[config.mk]
export PLATFORM = sky130hd
export DESIGN_NAME = gift_wrap_convex_hull
export DESIGN_NICKNAME = d
export VERILOG_FILES = /design/src/hw/rtl/gwch_pkg.sv /design/src/hw/rtl/gift_wrap_convex_hull.sv
export SDC_FILE = /design/constraint.sdc
export NUM_CORES = 2
export LEC_CHECK = 0
export ABC_AREA = 1
export BUFFER_PORTS_ARGS = -buffer_cell sky130_fd_sc_hd__clkbuf_2
export CORE_ASPECT_RATIO = 1.5
export CORE_MARGIN = 1.5
export CORE_UTILIZATION = 35
export CTS_BUF_LIST = sky130_fd_sc_hd__clkbuf_8
export CTS_CLUSTER_DIAMETER = 60
export DETAILED_ROUTE_END_ITERATION = 8
export GPL_TIMING_DRIVEN = 0
export HOLD_SLACK_MARGIN = 0.08
export PLACE_DENSITY = 0.61
export SYNTH_ARGS = -nofsm -noshare
export SYNTH_HDL_FRONTEND = slang
export SYNTH_SLANG_ARGS = --single-unit
[constraint.sdc]
create_clock -name aclk -period 9.7 [get_ports aclk]
set_input_delay 1.94 -clock aclk [delete_from_list [all_inputs] [get_ports aclk]]
set_output_delay 1.94 -clock aclk [all_outputs]
set_load 0.1 [all_outputs]
[src/hw/rtl/gwch_pkg.sv]
// Package for the gift-wrap convex hull block.
// Holds the input and result item types and the fixed datapath widths.
// No dependencies.
`timescale 1ns / 1ps

package gwch_pkg;

    localparam int COORD_BITS      = 16;
    localparam int HULL_INDEX_BITS = 6;
    localparam int DIFF_BITS       = COORD_BITS + 1;
    localparam int PROD_BITS       = 2 * DIFF_BITS;

    typedef struct packed {
        logic signed [COORD_BITS-1:0] point_x;
        logic signed [COORD_BITS-1:0] point_y;
        logic                         last_point;
    } point_item_t;

    typedef struct packed {
        logic [HULL_INDEX_BITS-1:0]   hull_index;
        logic signed [COORD_BITS-1:0] hull_x;
        logic signed [COORD_BITS-1:0] hull_y;
        logic                         last_of_hull;
        logic                         hull_overflow;
    } hull_item_t;

endpackage

[src/hw/rtl/gift_wrap_convex_hull.sv]
// Gift-wrap (Jarvis march) convex hull over a batch of loaded points.
// Depends on gwch_pkg for the item types and widths.
//
//   channel  | dir | ports                      | item
//   ---------+-----+----------------------------+--------------------------
//   s_       | in  | s_valid s_ready s_data     | point_item_t, one point
//   m_       | out | m_valid m_ready m_data     | hull_item_t, one vertex
//
// A non-last point is stored as it is accepted. The last point starts the walk:
// a scan of all points for the start, then per hull vertex a candidate load
// and a scan of all points (one memory read and two passes through the shared
// multiplier per scanned point), then each result is held until m_ready.
// s_ready is low from the last point until the final vertex is taken.
// Reset (aresetn, synchronous) clears the control state registers only.
`timescale 1ns / 1ps

module gift_wrap_convex_hull
    import gwch_pkg::*;
#(
    parameter int MAX_POINTS = 64
) (
    input  logic        aclk,
    input  logic        aresetn,
    input  logic        s_valid,
    output logic        s_ready,
    input  point_item_t s_data,
    output logic        m_valid,
    input  logic        m_ready,
    output hull_item_t  m_data
);

    localparam int IDX_W = $clog2(MAX_POINTS);
    localparam int CNT_W = $clog2(MAX_POINTS + 1);

    typedef enum logic [13:0] {
        ST_IDLE    = 14'b00000000000001,
        ST_MIN_RD  = 14'b00000000000010,
        ST_MIN_CMP = 14'b00000000000100,
        ST_CAND_RD = 14'b00000000001000,
        ST_CAND_LD = 14'b00000000010000,
        ST_SCAN_RD = 14'b00000000100000,
        ST_DIFF    = 14'b00000001000000,
        ST_MUL_A   = 14'b00000010000000,
        ST_MUL_B   = 14'b00000100000000,
        ST_CMP     = 14'b00001000000000,
        ST_CHOOSE  = 14'b00010000000000,
        ST_OUT_HL  = 14'b00100000000000,
        ST_OUT_XY  = 14'b01000000000000,
        ST_OUT     = 14'b10000000000000
    } state_t;

    state_t state_reg, state_next;

    logic signed [COORD_BITS-1:0] x_mem [MAX_POINTS];
    logic signed [COORD_BITS-1:0] y_mem [MAX_POINTS];
    logic [IDX_W-1:0]             hull_mem [MAX_POINTS];

    logic [CNT_W-1:0] point_count_reg;
    logic [CNT_W-1:0] hull_count_reg;
    logic [CNT_W-1:0] scan_reg;
    logic [CNT_W-1:0] out_k_reg;
    logic [IDX_W-1:0] start_idx_reg;
    logic [IDX_W-1:0] cur_idx_reg;
    logic [IDX_W-1:0] cand_idx_reg;
    logic [IDX_W-1:0] min_idx_reg;
    logic [IDX_W-1:0] hl_rd_reg;
    logic             overflow_reg;

    logic signed [COORD_BITS-1:0] rd_x_reg, rd_y_reg;
    logic signed [COORD_BITS-1:0] min_x_reg, min_y_reg;
    logic signed [COORD_BITS-1:0] cur_x_reg, cur_y_reg;
    logic signed [COORD_BITS-1:0] cand_x_reg, cand_y_reg;
    logic signed [DIFF_BITS-1:0]  d1_reg, d2_reg, d3_reg, d4_reg;
    logic signed [PROD_BITS-1:0]  prod_a_reg, prod_b_reg;

    logic                         s_fire, m_fire;
    logic                         rd_en;
    logic [IDX_W-1:0]             rd_addr;
    logic                         scan_last;
    logic                         min_take;
    logic [IDX_W-1:0]             min_idx_eff;
    logic signed [COORD_BITS-1:0] min_x_eff, min_y_eff;
    logic signed [DIFF_BITS-1:0]  mul_a, mul_b;
    logic signed [PROD_BITS-1:0]  mul_p;
    logic                         out_last;
    logic                         ccw;

    assign s_ready = (state_reg == ST_IDLE);
    assign m_valid = (state_reg == ST_OUT);
    assign s_fire  = s_valid && s_ready;
    assign m_fire  = m_valid && m_ready;

    assign scan_last = (scan_reg == point_count_reg - CNT_W'(1));
    assign out_last  = (out_k_reg == hull_count_reg - CNT_W'(1));
    assign ccw       = (prod_a_reg < prod_b_reg);

    assign min_take    = (scan_reg == '0) || (rd_x_reg < min_x_reg);
    assign min_idx_eff = min_take ? scan_reg[IDX_W-1:0] : min_idx_reg;
    assign min_x_eff   = min_take ? rd_x_reg : min_x_reg;
    assign min_y_eff   = min_take ? rd_y_reg : min_y_reg;

    // shared multiplier: first pass (qy-py)*(rx-qx), second (qx-px)*(ry-qy)
    assign mul_a = (state_reg == ST_MUL_A) ? d1_reg : d3_reg;
    assign mul_b = (state_reg == ST_MUL_A) ? d2_reg : d4_reg;
    assign mul_p = PROD_BITS'(mul_a) * PROD_BITS'(mul_b);

    always_comb begin
        rd_en   = 1'b0;
        rd_addr = scan_reg[IDX_W-1:0];
        unique case (state_reg)
            ST_MIN_RD, ST_SCAN_RD: begin
                rd_en = 1'b1;
            end
            ST_CAND_RD: begin
                rd_en   = 1'b1;
                rd_addr = (cur_idx_reg == '0) ? IDX_W'(1) : '0;
            end
            ST_OUT_XY: begin
                rd_en   = 1'b1;
                rd_addr = hl_rd_reg;
            end
            default: begin
                rd_en = 1'b0;
            end
        endcase
    end

    always_comb begin
        state_next = state_reg;
        unique case (state_reg)
            ST_IDLE:    if (s_fire && s_data.last_point) state_next = ST_MIN_RD;
            ST_MIN_RD:  state_next = ST_MIN_CMP;
            ST_MIN_CMP: begin
                if (!scan_last) begin
                    state_next = ST_MIN_RD;
                end else if (point_count_reg == CNT_W'(1)) begin
                    state_next = ST_OUT_HL;
                end else begin
                    state_next = ST_CAND_RD;
                end
            end
            ST_CAND_RD: state_next = ST_CAND_LD;
            ST_CAND_LD: state_next = ST_SCAN_RD;
            ST_SCAN_RD: state_next = ST_DIFF;
            ST_DIFF:    state_next = ST_MUL_A;
            ST_MUL_A:   state_next = ST_MUL_B;
            ST_MUL_B:   state_next = ST_CMP;
            ST_CMP:     state_next = scan_last ? ST_CHOOSE : ST_SCAN_RD;
            ST_CHOOSE: begin
                if (cand_idx_reg == start_idx_reg ||
                    hull_count_reg >= CNT_W'(MAX_POINTS)) begin
                    state_next = ST_OUT_HL;
                end else begin
                    state_next = ST_CAND_RD;
                end
            end
            ST_OUT_HL:  state_next = ST_OUT_XY;
            ST_OUT_XY:  state_next = ST_OUT;
            ST_OUT:     if (m_fire) state_next = out_last ? ST_IDLE : ST_OUT_HL;
            default:    state_next = ST_IDLE;
        endcase
    end

    // control state
    always_ff @(posedge aclk) begin
        if (!aresetn) begin
            state_reg       <= ST_IDLE;
            point_count_reg <= '0;
            hull_count_reg  <= '0;
            scan_reg        <= '0;
            out_k_reg       <= '0;
            start_idx_reg   <= '0;
            cur_idx_reg     <= '0;
            cand_idx_reg    <= '0;
            min_idx_reg     <= '0;
            overflow_reg    <= 1'b0;
        end else begin
            state_reg <= state_next;
            unique case (state_reg)
                ST_IDLE: begin
                    if (s_fire) begin
                        if (point_count_reg < CNT_W'(MAX_POINTS)) begin
                            point_count_reg <= point_count_reg + CNT_W'(1);
                        end
                        scan_reg     <= '0;
                        overflow_reg <= 1'b0;
                    end
                end
                ST_MIN_CMP: begin
                    min_idx_reg <= min_idx_eff;
                    if (scan_last) begin
                        start_idx_reg  <= min_idx_eff;
                        cur_idx_reg    <= min_idx_eff;
                        hull_count_reg <= CNT_W'(1);
                        out_k_reg      <= '0;
                    end else begin
                        scan_reg <= scan_reg + CNT_W'(1);
                    end
                end
                ST_CAND_RD: begin
                    cand_idx_reg <= rd_addr;
                    scan_reg     <= '0;
                end
                ST_CMP: begin
                    if (ccw) cand_idx_reg <= scan_reg[IDX_W-1:0];
                    if (!scan_last) scan_reg <= scan_reg + CNT_W'(1);
                end
                ST_CHOOSE: begin
                    if (cand_idx_reg == start_idx_reg) begin
                        out_k_reg <= '0;
                    end else if (hull_count_reg >= CNT_W'(MAX_POINTS)) begin
                        overflow_reg <= 1'b1;
                        out_k_reg    <= '0;
                    end else begin
                        hull_count_reg <= hull_count_reg + CNT_W'(1);
                        cur_idx_reg    <= cand_idx_reg;
                    end
                end
                ST_OUT: begin
                    if (m_fire) begin
                        if (out_last) begin
                            point_count_reg <= '0;
                        end else begin
                            out_k_reg <= out_k_reg + CNT_W'(1);
                        end
                    end
                end
                default: begin
                    scan_reg <= scan_reg;
                end
            endcase
        end
    end

    // datapath registers
    always_ff @(posedge aclk) begin
        unique case (state_reg)
            ST_MIN_CMP: begin
                min_x_reg <= min_x_eff;
                min_y_reg <= min_y_eff;
                cur_x_reg <= min_x_eff;
                cur_y_reg <= min_y_eff;
            end
            ST_CAND_LD: begin
                cand_x_reg <= rd_x_reg;
                cand_y_reg <= rd_y_reg;
            end
            ST_DIFF: begin
                d1_reg <= DIFF_BITS'(rd_y_reg) - DIFF_BITS'(cur_y_reg);
                d2_reg <= DIFF_BITS'(cand_x_reg) - DIFF_BITS'(rd_x_reg);
                d3_reg <= DIFF_BITS'(rd_x_reg) - DIFF_BITS'(cur_x_reg);
                d4_reg <= DIFF_BITS'(cand_y_reg) - DIFF_BITS'(rd_y_reg);
            end
            ST_MUL_A: prod_a_reg <= mul_p;
            ST_MUL_B: prod_b_reg <= mul_p;
            ST_CMP: begin
                if (ccw) begin
                    cand_x_reg <= rd_x_reg;
                    cand_y_reg <= rd_y_reg;
                end
            end
            ST_CHOOSE: begin
                cur_x_reg <= cand_x_reg;
                cur_y_reg <= cand_y_reg;
            end
            default: begin
                d1_reg <= d1_reg;
            end
        endcase
    end

    // point and hull stores
    always_ff @(posedge aclk) begin
        if (s_fire && point_count_reg < CNT_W'(MAX_POINTS)) begin
            x_mem[point_count_reg[IDX_W-1:0]] <= s_data.point_x;
            y_mem[point_count_reg[IDX_W-1:0]] <= s_data.point_y;
        end
        if (rd_en) begin
            rd_x_reg <= x_mem[rd_addr];
            rd_y_reg <= y_mem[rd_addr];
        end
    end

    always_ff @(posedge aclk) begin
        if (state_reg == ST_MIN_CMP && scan_last) begin
            hull_mem[0] <= min_idx_eff;
        end else if (state_reg == ST_CHOOSE && cand_idx_reg != start_idx_reg &&
                     hull_count_reg < CNT_W'(MAX_POINTS)) begin
            hull_mem[hull_count_reg[IDX_W-1:0]] <= cand_idx_reg;
        end
        if (state_reg == ST_OUT_HL) begin
            hl_rd_reg <= hull_mem[out_k_reg[IDX_W-1:0]];
        end
    end

    assign m_data.hull_index    = HULL_INDEX_BITS'(hl_rd_reg);
    assign m_data.hull_x        = rd_x_reg;
    assign m_data.hull_y        = rd_y_reg;
    assign m_data.last_of_hull  = out_last;
    assign m_data.hull_overflow = overflow_reg;

`ifndef SYNTHESIS
    a_no_overlap: assert property (@(posedge aclk) disable iff (!aresetn)
        !(s_ready && m_valid))
        else $error("input and result channels active together");

    a_count_cap: assert property (@(posedge aclk) disable iff (!aresetn)
        point_count_reg <= CNT_W'(MAX_POINTS) && hull_count_reg <= CNT_W'(MAX_POINTS))
        else $error("point or hull count beyond store size");

    a_out_in_range: assert property (@(posedge aclk) disable iff (!aresetn)
        m_valid |-> (hull_count_reg != '0 && out_k_reg < hull_count_reg))
        else $error("result index outside hull");

    a_back_to_idle: assert property (@(posedge aclk) disable iff (!aresetn)
        (m_fire && m_data.last_of_hull) |=> (s_ready && point_count_reg == '0))
        else $error("batch not cleared after final vertex");

    a_last_starts: assert property (@(posedge aclk) disable iff (!aresetn)
        (s_fire && s_data.last_point) |=> !s_ready)
        else $error("last point did not start hull walk");
`endif

endmodule

* Word level (Yosys, flattened, before mapping) *
Memory sizes are Yosys's and may differ from the RTL's. A register that Yosys moved wholly into a read port is not among the register bits.
Cells that the tools add are included.

word-level totals
  flip-flop bits (word level) = 299
  latch bits = 0
  bits in writable memories = 2432
  memory bits (read-only) = 0
  bits of input ports = 37
  output and inout port bits = 42
  memories = 3

operators by class
  add/sub/neg operators = 10
  $mul = 1
  div/mod/pow operators = 0
  magnitude comparators = 5
  eq/ne operators = 32
  shifts and indexed selects = 0
  mux-type cells = 60
  bitwise gates (word level) = 0
  reduce and logical (&&, ||, !) cells = 30

memory list
  name      depth  width  rd ports  clocked after memory_dff  write ports  RTL line                     RTL
  x_mem     64     16     1         1                         1            gift_wrap_convex_hull.sv:54  logic signed [COORD_BITS-1:0] x_mem [MAX_POINTS];
  y_mem     64     16     1         1                         1            gift_wrap_convex_hull.sv:55  logic signed [COORD_BITS-1:0] y_mem [MAX_POINTS];
  hull_mem  64     6      1         1                         1            gift_wrap_convex_hull.sv:56  logic [IDX_W-1:0] hull_mem [MAX_POINTS];

operators with widths
  operator                number
  $pmux W14 S14           1
  $pmux W16 S2            4
  $mux W7                 14
  $sub A16 B16 Y17        4
  $mux W16                4
  $mux W12                4
  $mux W6                 7
  $pmux W7 S3             2
  $pmux W6 S2             3
  $lt A34 B34 Y1          1
  $mul A17 B17 Y34        1
  $mux W17                2
  $add A7 B1 Y7 const B   4
  $mux W14                2
  $pmux W7 S2             2
  $lt A16 B16 Y1          1
  $eq A14 B1 Y1 const B   1
  $eq A14 B10 Y1 const B  1
  $eq A14 B11 Y1 const B  1
  $eq A14 B12 Y1 const B  1
  $eq A14 B13 Y1 const B  1
  $eq A14 B14 Y1 const B  1
  $eq A14 B2 Y1 const B   1
  $eq A14 B3 Y1 const B   1
  32 further kinds        74

* Depth between registers and ports, before layout *
  depth in word-level cells = 8
  depth in mapped cells = 34
  mapped depth without buffers = 32

* Worst setup path before layout *
OpenSTA, ideal clock, no wires.

  path type = register -> register
  start point = reg state_reg[2]
  end point = reg prod_a_reg[29] (data pin)
  data arrival time = 8618 ps
  path slack = 825 ps
  cell stages (with the launch flop) = 30
  buffers on the path = 1
  clock period less this slack = 8875 ps
  cell sequence = dfxtp_1 > nor2_1 > nand2_2 > nor3_1 > nor2_1 > or2_2 > clkbuf_1 > clkinv_1 > nand2_1 > fa_1 > inv_1 > fa_1 > inv_1 > fa_1 > inv_1 > fa_1 > fa_1 > inv_1 > fa_1 > inv_1 > ha_1 > nand2_1 > nor2_1 > nand2_1 > o21ai_0 > a21oi_1 > o21ai_0 > nand2_1 > nand3_1 > nand2_1

on the way
  word-level cells in the longest chain between the ends = 3
  elaborated cells between the ends (all ways) = 4

RTL lines
  what                                RTL line                                                    RTL
  from (decl)                         gift_wrap_convex_hull.sv:52                                 state_t state_reg, state_next;
  from (signal assigned)              gift_wrap_convex_hull.sv:178                                state_reg <= state_next;
  $eq A14 B8 Y1 (*)                   gift_wrap_convex_hull.sv:103, gift_wrap_convex_hull.sv:104
  $mux W17, on equally long branches  gift_wrap_convex_hull.sv:103, gift_wrap_convex_hull.sv:104
  $mul A17 B17 Y34 (*)                gift_wrap_convex_hull.sv:105                                assign mul_p = PROD_BITS'(mul_a) * PROD_BITS'(mul_b);
  via mul_p[29]                       gift_wrap_convex_hull.sv:84                                 logic signed [PROD_BITS-1:0] mul_p;
  to (signal assigned)                gift_wrap_convex_hull.sv:254                                ST_MUL_A: prod_a_reg <= mul_p;
  to (decl)                           gift_wrap_convex_hull.sv:74                                 logic signed [PROD_BITS-1:0] prod_a_reg, prod_b_reg;

Mark *: on every way through the listed nets, which the timed path passes. The rest lies on a longest branch.
A chain may end at the register's enable or synchronous reset.

* Worst setup path after layout *
Same ends and word-level chain as after synthesis.

==> impl_metrics.csv <==
group,metric,value,unit
run_status,outcome,"complete, but fails checks",
run_status,failed_checks,"max-capacitance violations, max-slew violations",
run,drv_cap,2,
sta,slew_viol_final,22,
setup_path,cpPeakStageDelay,740,ps
setup_path,cp_slowest_cell,"o21ai_0",
cts,clkTransAtPathRegs,70,ps
grt,gr-total-overflow,0,
cts,tritoncts,"built",
placed_design,portBuffers,77,
power,comb_power_share,16.0,%
sta,fin_crit_sh,92.7,%
floorplanning,die_y,760,µm
placed_design,postPlaceCellArea,143000,µm²
placed_design,gp_congestion,0.985,
cts,root_buffer,"clkbuf_8",
power,switchingPower,8.08,mW
cells_and_area,final_util,39.8,%
sta,fin_skew,65.2,ps
sta,worst_pin_slew,1600,ps
power,ir_worst_vdd,120,µV
floorplanning,fp.dieW,508,µm
cts,cts_resized,0,
sta,relSlewSlack,-6.72,%
cts,cts_sinks,2769,
sta,period_needed,8990,ps
sta,hold_viol,0,
cells_and_area,area_delta_synth_final,12.9,%
cts,post_cts_buffers,0,
grt,track_usage,24.0,%
cts,clock_latency,1120,ps
route,wirelength,476000,µm
min_path,hp-class,"register to register",
floorplanning,ioPinCount,79,
grt,antenna_found_initial,38,
sta,rsz0062_at_grt,"no",
placed_design,dp_hpwl,347000,µm
cts,holdBufCountCts,0,
route,drc,0,
setup_path,startpoint_type,"register",
grt,grt_pass1_wl,663000,µm
grt,grt_pass1_vias,95400,
route,avgRoutedWirePerCell,25.1,µm
power,p_per_area,176,nW/µm²
cts,h-tree-depth,5,
floorplanning,floorplan.die_area,386000,µm²
setup_path,required,10520,ps
synth,syn_area_per_cell,10.3,µm²
synth,yosysUniqueCellTypes,55,
synth,synthesis.area,134000,µm²
power,internal_power,18.5,mW
setup_path,critPathKind,"register to register",
synth,synth_warnings,0,
setup_path,path_max_fanout,10,
synth,synth_async_sr_flop_share,0,%
power,leakagePower,63.5,nW
route,drt_first_iter_violations,9764,
power,pwr-share-seq,50.0,%
route,dr.pass1.iters,9,
synth,synth_edf_count,2702,
synth,synthFlopType,"edfxtp_1",
floorplanning,fp-row-count,277,
route,via_per_inst,5.18,
cells_and_area,drive_above_1_share,7.73,%
setup_path,end_kind,"register",
cells_and_area,final_cell_area,151000,µm²
power,clkPwrFrac,34.0,%
cells_and_area,nNetsFinal,14200,
synth,seq_area_frac_synth,61.7,%
cts,cts_made_buffers,409,
synth,synth_fp_nets,13600,
setup_path,cp.arrival,9810,ps
route,vias,98300,
grt,grt_max_degree,65,
power,p_sw_share,30.3,%
floorplanning,start_util,35.2,%
floorplanning,core_area,380000,µm²
synth,ys_seq_elements,2769,
sta,max_freq,111,MHz
cts,clk_path_buf_depth,4,
route,postRouteAntennaNets,0,
sta,setup_viol,0,
synth,syn_inst,13000,
-- worst max-delay path: cells and delay by family, from the launching register on --
kind / cells / cell delay (ps)
compound gates: 4 / 2090
fa+ha+maj: 7 / 3320
buf+inv: 8 / 1460
flops: 1 / 320
simple gates: 10 / 1520
-- path summary, 6_finish.rpt --
path	from	endpoint	slack, ps	depth (start not counted)
hold / removal	cur_idx_reg[0]	cur_idx_reg[0]	460	2
hold reg to reg	cur_idx_reg[0]	cur_idx_reg[0]	460	2
setup / recovery	state_reg[2]	prod_a_reg[29]	710	29
setup reg to reg	state_reg[2]	prod_a_reg[29]	710	29
-- cell usage in the layout, fill, tap and decap left out, types with 39 or more instances in the layout --
| cell | Yosys | routed |
|---|---|---|
| buf_2 | 199 | 202 |
| o21ai_0 | 318 | 313 |
| nor2_4 | 3 | 67 |
| clkinv_2 | 1 | 55 |
| edfxtp_1 | 2702 | 2702 |
| dfxtp_1 | 67 | 67 |
| buf_1 | 57 | 57 |
| fa_1 | 300 | 300 |
| nand3_1 | 2039 | 2039 |
| xor2_1 | 81 | 81 |
| a21oi_1 | 186 | 186 |
| buf_4 | 39 | 39 |
| nand2_1 | 2530 | 2528 |
| diode_2 | 0 | 42 |
| clkbuf_1 | 339 | 331 |
| nand4_1 | 367 | 367 |
| clkbuf_8 | 0 | 422 |
| clkbuf_2 | 0 | 53 |
| ha_1 | 205 | 205 |
| nor2_1 | 647 | 583 |
| inv_1 | 2598 | 2719 |
| clkinv_1 | 14 | 108 |
| buf_12 | 0 | 75 |
| o22ai_1 | 63 | 62 |
-- final cells by class --
type,instances,area (µm²)
antenna,42,105
buffer,658,3060
clock buffer,422,5810
clock inverter,305,1580
fill,37000,229000
inverter,2618,9830
multi-input combinational,6973,39000
sequential,2769,82500
tap,5022,6280
timing repair buffer,189,2890
-- cell usage after synthesis, types with 7 or more instances --
master    count  area (µm²)
nand2_1    2530        9500
buf_4        39         293
nor3_1       33         165
clkinv_1     14        52.6
or2_2        10        62.6
a211oi_1      8        60.1
xor2_1       81         709
buf_2       199         996
nand4_1     367        2300
clkbuf_1    339        1270
nor2_1      647        2430
ha_1        205        2560
o21bai_1     12        90.1
nand3_1    2039       10200
edfxtp_1   2702       81100
o22ai_1      63         394
fa_1        300        6010
dfxtp_1      67        1340
o21ai_1      13        65.1
xnor2_1      36         315
nor4_1        8        50.1
buf_1        57         214
buf_6        24         270
a21o_1        7        52.6
a21oi_1     186         931
o211ai_1     17         128
o21ai_0     318        1590
o221ai_1     36         315
inv_1      2598        9750
-- per-stage QoR --
| stage | std cells | total power [mW] | TNS [ps] | hold slack [ps] | worst slack [ps] |
|---|---|---|---|---|---|
| after floorplan | 13000 | 15.9 | 0 | 426 | 825 |
| after CTS | 19000 | 26.6 | 0 | 463 | 747 |
| after global placement | 18100 | 17.6 | -132240 | 449 | -3630 |
| final | 19000 | 26.6 | 0 | 464 | 713 |
| after detailed placement | 18200 | 17.7 | 0 | 452 | 766 |
| after global routing | 19000 | 27.3 | 0 | 496 | 281 |
-- routing by layer --
| layer | track usage (%) | vias to the layer above | routed length (µm) |
|---|---|---|---|
| li1 | - | 44200 | - |
| met1 | 23.6 | 47200 | 150000 |
| met2 | 41.7 | 5172 | 236000 |
| met3 | 5.14 | 1799 | 38900 |
| met4 | 22.9 | 36 | 51300 |
| met5 | 0.150 | - | 301 |
-- power by group through the flow --
stage | clock network (mW) | registers, mW | logic [mW]
final | 9.05 | 13.3 | 4.27
after global placement | 0 | 13.6 | 4.03
after global routing | 9.52 | 13.3 | 4.52
after CTS | 9.08 | 13.3 | 4.17
after detailed placement | 0 | 13.6 | 4.16
after floorplan | 0 | 13.6 | 2.28
-- cells by family (layout without fill, tap and decap cells) --
group	count (synthesis)	count (layout)	synth area share, %
buffers and inverters	3276	4192	9.62
and+or+nand+nor	5659	5659	18.6
xor gates and xnor gates	117	117	0.766
other	0	42	0
DFF	2769	2769	61.7
AOI/OAI and AO/OA	690	690	2.89
adders and majority gates	505	505	6.41
muxes	2	2	0.0150
Power figures use the tool's default switching activity.
